[config.mk]
export PLATFORM = sky130hd
export DESIGN_NAME = smsp_out_stage_flat
export DESIGN_NICKNAME = d
export VERILOG_FILES = /design/src/rtl/core/smsp_pkg.sv /design/src/rtl/core/smsp_if.sv /design/src/rtl/core/smsp_out_stage.sv /design/src/flat_wrapper.sv
export SDC_FILE = /design/constraint.sdc
export NUM_CORES = 1
export LEC_CHECK = 0
export BUFFER_PORTS_ARGS = -buffer_cell sky130_fd_sc_hd__buf_4
export CAP_MARGIN = 20
export CELL_PAD_IN_SITES_DETAIL_PLACEMENT = 1
export CELL_PAD_IN_SITES_GLOBAL_PLACEMENT = 1
export CORE_ASPECT_RATIO = 2
export CORE_MARGIN = 3
export CORE_UTILIZATION = 45
export DETAILED_ROUTE_END_ITERATION = 12
export MAX_ROUTING_LAYER = met4
export PLACE_DENSITY = 0.8
export SYNTH_ARGS = -nofsm -noshare
export SYNTH_HDL_FRONTEND = slang
export SYNTH_SLANG_ARGS = --single-unit
[constraint.sdc]
create_clock -name clk -period 5.52 [get_ports clk]
set_clock_uncertainty 0.1 [all_clocks]
set_input_delay 1.38 -clock clk [delete_from_list [all_inputs] [get_ports clk]]
set_output_delay 1.38 -clock clk [all_outputs]
set_load 0.01 [all_outputs]
[src/rtl/core/smsp_pkg.sv]
// Package for the straight move speed profile block.
// Holds widths, light and kind codes, beat and bundle types and helpers.
// No dependencies.
package smsp_pkg;

    // value widths (signed Q16.16 speeds, unsigned lengths and steps)
    localparam int VW = 32;
    localparam int LW = VW - 1;
    localparam int RW = VW + 1;
    localparam int XW = VW + 2;
    localparam int PW = 2 * VW;
    localparam int QW = 2 * LW;

    // item kinds
    localparam logic KIND_START = 1'b0;
    localparam logic KIND_TICK  = 1'b1;

    // light codes
    localparam logic [1:0] LIGHT_STRAIGHT = 2'd0;
    localparam logic [1:0] LIGHT_REVERSE  = 2'd1;
    localparam logic [1:0] LIGHT_ERROR    = 2'd2;
    localparam logic [1:0] LIGHT_STANDBY  = 2'd3;

    // map codes
    localparam logic MAP_WALK = 1'b0;
    localparam logic MAP_WORK = 1'b1;

    typedef struct packed {
        logic                 kind;
        logic signed [VW-1:0] cruise_speed;
        logic signed [VW-1:0] final_speed;
        logic [LW-1:0]        travel_length;
        logic [LW-1:0]        speed_step;
        logic                 waypoint_flag;
        logic                 safety_stop;
    } item_t;

    typedef struct packed {
        logic signed [VW-1:0] speed_command;
        logic                 speed_valid;
        logic [1:0]           light_code;
        logic                 map_code;
        logic                 move_done;
        logic                 last;
    } beat_t;

    // all result beats of one item; two marks a second beat
    typedef struct packed {
        beat_t beat0;
        beat_t beat1;
        logic  two;
    } bundle_t;

    // magnitude of a signed value; the most negative value maps to 2^(VW-1)
    function automatic logic [VW-1:0] mag(input logic signed [VW-1:0] v);
        logic [VW-1:0] r;
        r = v[VW-1] ? VW'(-v) : VW'(v);
        return r;
    endfunction

endpackage

[src/rtl/core/smsp_if.sv]


interface smsp_result_if;
    import smsp_pkg::*;

    logic                 valid;
    logic                 ready;
    logic signed [VW-1:0] speed_command;
    logic                 speed_valid;
    logic [1:0]           light_code;
    logic                 map_code;
    logic                 move_done;
    logic                 last;

    modport source (
        output valid, speed_command, speed_valid, light_code, map_code,
               move_done, last,
        input  ready
    );
    modport sink (
        input  valid, speed_command, speed_valid, light_code, map_code,
               move_done, last,
        output ready
    );
endinterface

[src/rtl/core/smsp_out_stage.sv]
// Result queue of the speed profile block: two bundles, sent one beat at a time.
// Depends on smsp_pkg and smsp_result_if.
module smsp_out_stage (
    input  logic              clk,
    input  logic              rst_n,
    input  logic              push,
    input  smsp_pkg::bundle_t bundle,
    output logic              full,
    smsp_result_if.source     result
);
    import smsp_pkg::*;

    bundle_t    mem_reg [2];
    logic       wr_ptr_reg, wr_ptr_next;
    logic       rd_ptr_reg, rd_ptr_next;
    logic [1:0] cnt_reg, cnt_next;
    logic       sel_reg, sel_next;
    bundle_t    head;
    beat_t      beat;
    logic       pop_beat;
    logic       pop_bundle;

    assign head = mem_reg[rd_ptr_reg];
    assign beat = sel_reg ? head.beat1 : head.beat0;

    // result channel
    assign result.valid         = (cnt_reg != 2'd0);
    assign result.speed_command = beat.speed_command;
    assign result.speed_valid   = beat.speed_valid;
    assign result.light_code    = beat.light_code;
    assign result.map_code      = beat.map_code;
    assign result.move_done     = beat.move_done;
    assign result.last          = beat.last;

    assign full       = (cnt_reg == 2'd2);
    assign pop_beat   = result.valid && result.ready;
    assign pop_bundle = pop_beat && (sel_reg || !head.two);

    // pointers and beat select
    always_comb
    begin
        wr_ptr_next = push ? !wr_ptr_reg : wr_ptr_reg;
        rd_ptr_next = pop_bundle ? !rd_ptr_reg : rd_ptr_reg;
        cnt_next    = cnt_reg + 2'(push) - 2'(pop_bundle);
        sel_next    = sel_reg;
        if (pop_bundle)
        begin
            sel_next = 1'b0;
        end
        else if (pop_beat)
        begin
            sel_next = 1'b1;
        end
    end

    always_ff @(posedge clk or negedge rst_n)
    begin
        if (!rst_n)
        begin
            wr_ptr_reg <= 1'b0;
            rd_ptr_reg <= 1'b0;
            cnt_reg    <= 2'd0;
            sel_reg    <= 1'b0;
        end
        else
        begin
            wr_ptr_reg <= wr_ptr_next;
            rd_ptr_reg <= rd_ptr_next;
            cnt_reg    <= cnt_next;
            sel_reg    <= sel_next;
        end
    end

    // bundle storage, no reset
    always_ff @(posedge clk)
    begin
        if (push)
        begin
            mem_reg[wr_ptr_reg] <= bundle;
        end
    end

endmodule

[src/flat_wrapper.sv]
// flat-port wrapper written by rule: the top's interface ports become plain ports
module smsp_out_stage_flat import smsp_pkg::*;
  (clk, rst_n, push, bundle, full, result_valid, result_speed_command, result_speed_valid, result_light_code, result_map_code, result_move_done, result_last, result_ready);
  smsp_result_if result_i ();
  input  logic clk;
  input  logic rst_n;
  input  logic push;
  input  smsp_pkg::bundle_t bundle;
  output logic full;
  output wire logic [$bits(result_i.valid)-1:0] result_valid;
  output wire logic [$bits(result_i.speed_command)-1:0] result_speed_command;
  output wire logic [$bits(result_i.speed_valid)-1:0] result_speed_valid;
  output wire logic [$bits(result_i.light_code)-1:0] result_light_code;
  output wire logic [$bits(result_i.map_code)-1:0] result_map_code;
  output wire logic [$bits(result_i.move_done)-1:0] result_move_done;
  output wire logic [$bits(result_i.last)-1:0] result_last;
  input wire logic [$bits(result_i.ready)-1:0] result_ready;
  assign result_valid = result_i.valid;
  assign result_speed_command = result_i.speed_command;
  assign result_speed_valid = result_i.speed_valid;
  assign result_light_code = result_i.light_code;
  assign result_map_code = result_i.map_code;
  assign result_move_done = result_i.move_done;
  assign result_last = result_i.last;
  assign result_i.ready = result_ready;
  smsp_out_stage u_core (.clk(clk), .rst_n(rst_n), .push(push), .bundle(bundle), .full(full), .result(result_i));
endmodule
==> summary.txt <==
Row Count: 58
# diodes: 0
Reported leakage power: 2.70 nW
Clock H-tree levels: 4
Die area: 14600 sq um
GR Util met1: 18.3%
WP data required: 4.04 ns
Antenna Violating Nets Remaining: 0
Final net count: 446
Tmin final: 3.59 ns
Hold depth: 1
VDD IR max: 0.298 mV
Worst slew pin tran: 0.973 ns
GRT Total Usage: 17.3%
Initial DRC count: 152
Total CTS buffers: 17
Synth cell types: 22
PortBufs: 120
GRT Residual Overflow: 0
Post-DP Area: 6930 sq um
Hold crit path type: flop to flop
Pwr Density: 522 nW/um^2
Area Overhead vs Synth: 27.6%
GPL Wtd Cong: 0.808
Max frequency: 278 MHz
Pre-antenna DRT Iters: 4
RSZ-0062 raised after global routing: no
Setup crit end kind: output pin
Vias: 2793
Syn avg cell area: 25.6 sq um
CP Launch Type: flop
Hold_sp: u_core.wr_ptr_reg$_DFFE_PN0P_
Crit Path Class: flop to output pin
Max reg flops: 154
Grt met2 use: 28.8%
Synthesized cell area: 5900 sq um
Period utilization: 65.1%
Net Count, Synth: 312
Fin Hold WS: 0.452 ns
Critical path startpoint: u_core.rd_ptr_reg$_DFFE_PN0P_
Via-to-Cell Ratio: 5.30
Met3 usage: 5.00%
Setup TNS: 0 ns
Initial antenna violation count: 0
CTS tree: built
Global-route wire length before repair: 17.6 mm
Reg2reg path depth: 8
#FFs+latches synth: 159
Die X: 87.0 um
WHS Endpoint: u_core.wr_ptr_reg$_DFFE_PN0P_
Die H: 168 um
FF-to-FF Start: u_core.rd_ptr_reg$_DFFE_PN0P_
Post-Route WL: 11.5 mm
Seq/Total Area, Yosys: 80.5%
Max-slew headroom: 35.0%
Worst-path fanout max: 14
HPWL Detailed: 7.85 mm
YS warnings: 0
Largest net degree at the start of global routing: 78
Core area: 12700 sq um
R2R Setup Slk: 3.03 ns
WP data arrival: 2.11 ns
Clock tree buffer depth: 2
Setup-failing EPs final: 0
Max Slew Vio Count: 0
Status: finished clean
Layout cells sized above 1: 52.8%
Root buffer cell: clkbuf_16
DRC: 0
Initial Util: 46.5%
Clk_lat worst skew: 0.41 ns
R2r endpoint: u_core.cnt_reg[1]$_DFF_PN0_
Vias in the first global route: 3156
Synth Instances: 230
IO Pins: 121
Max cap viols: 0
CTS sink count: 159
Top Usage Layer GRT: met2
Post_cts resized: 0
Routed len/inst: 21.8 um
Post-CTS Setup Repair Bufs: 0
Hold-fix buffers, CTS: 0
Clk slew on worst S/H paths: 0.06 ns
Fin. Hold Viols: 0
Post-route cell area: 7520 sq um
[critical path, cell delays in order, from the launching register on]
cell     delay (ns)
dfrtp_2        0.67
buf_4          0.31
mux4_2         0.55
buf_4          0.16
[where the power goes]
group	internal [mW]	total, mW	switching, mW
combinational	0.609	1.12	0.507
sequential	1.60	1.72	0.121
clock	0.593	1.09	0.497
[cells in the mapped netlist, drive strengths merged]
cell | number | area (sq um)
and2 | 1 | 6.26
o31ai | 2 | 15.0
buf | 10 | 116
edfxtp | 154 | 4620
xnor2 | 1 | 8.76
nor2b | 5 | 31.3
o21bai | 1 | 7.51
o21ai | 2 | 10.0
nand2 | 1 | 3.75
nand2b | 2 | 12.5
nor3 | 1 | 5.00
a21o | 1 | 7.51
or2 | 1 | 6.26
ha | 1 | 12.5
dfrtp | 5 | 125
a311o | 1 | 10.0
mux4 | 38 | 856
mux2i | 2 | 32.5
xor2 | 1 | 8.76
[cell usage in the layout, fill, tap and decap left out, drive strengths merged]
| cell type | netlist | routed |
|---|---|---|
| xnor2 | 1 | 1 |
| o21ai | 2 | 2 |
| nand2 | 1 | 1 |
| a21o | 1 | 1 |
| xor2 | 1 | 1 |
| nand2b | 2 | 2 |
| or2 | 1 | 1 |
| mux2i | 2 | 2 |
| dfrtp | 5 | 5 |
| mux4 | 38 | 38 |
| a311o | 1 | 1 |
| ha | 1 | 1 |
| o31ai | 2 | 2 |
| clkbuf | 0 | 17 |
| edfxtp | 154 | 154 |
| nor3 | 1 | 1 |
| inv | 0 | 10 |
| clkinv | 0 | 5 |
| and2 | 1 | 1 |
| nor2b | 5 | 5 |
| buf | 10 | 125 |
| o21bai | 1 | 1 |
[metal layers]
metal | vias up | share of wire (%)
li1 | 1253 | -
met1 | 1421 | 34
met2 | 93 | 57
met3 | 26 | 4.7
met4 | 0 | 4.2
met5 | - | 0
[worst max-delay path by stage]
stage | end | cells after the start | slack (ns)
6_report | result_speed_command[6] | 3 | 1.93
4_1_cts | result_speed_command[6] | 3 | 1.86
3_3_place_gp | result_speed_command[4] | 3 | 1.82
5_1_grt | result_speed_command[6] | 3 | 1.80
3_5_place_dp | result_speed_command[19] | 2 | 2.31
2_1_floorplan | u_core.mem_reg[0][0]$_DFFE_PP_ | 1 | 0.15
[per-stage QoR]
stage	worst slack, ns	cells	power, mW	utilization, %
2_1_floorplan	0.148	230	2.44	-
3_3_place_gp	1.82	492	2.81	54.4
3_5_place_dp	2.31	493	2.88	54.6
4_1_cts	1.86	525	3.98	58.9
5_1_grt	1.80	527	4.13	59.3
6_report	1.93	527	3.93	59.3
[cell families (layout without fill, tap and decap cells)]
| kind of cell | count (synthesis) | after routing | synth area share [%] |
|---|---|---|---|
| xor gates and xnor gates | 2 | 2 | 0.297 |
| DFF | 159 | 159 | 80.5 |
| and+or+nand+nor | 11 | 11 | 1.10 |
| AOI/OAI and AO/OA | 7 | 7 | 0.848 |
| adders and majority gates | 1 | 1 | 0.212 |
| muxes | 40 | 40 | 15.1 |
| buffers and inverters | 10 | 157 | 1.97 |
[final cells by class]
cell class | instances | area, sq um
fill | 1080 | 5170
clock inverter | 15 | 128
multi-input combinational | 61 | 1040
timing repair buffer | 125 | 988
sequential | 159 | 4750
clock buffer | 17 | 425
tap | 150 | 188
Power figures use the tool's default switching activity.
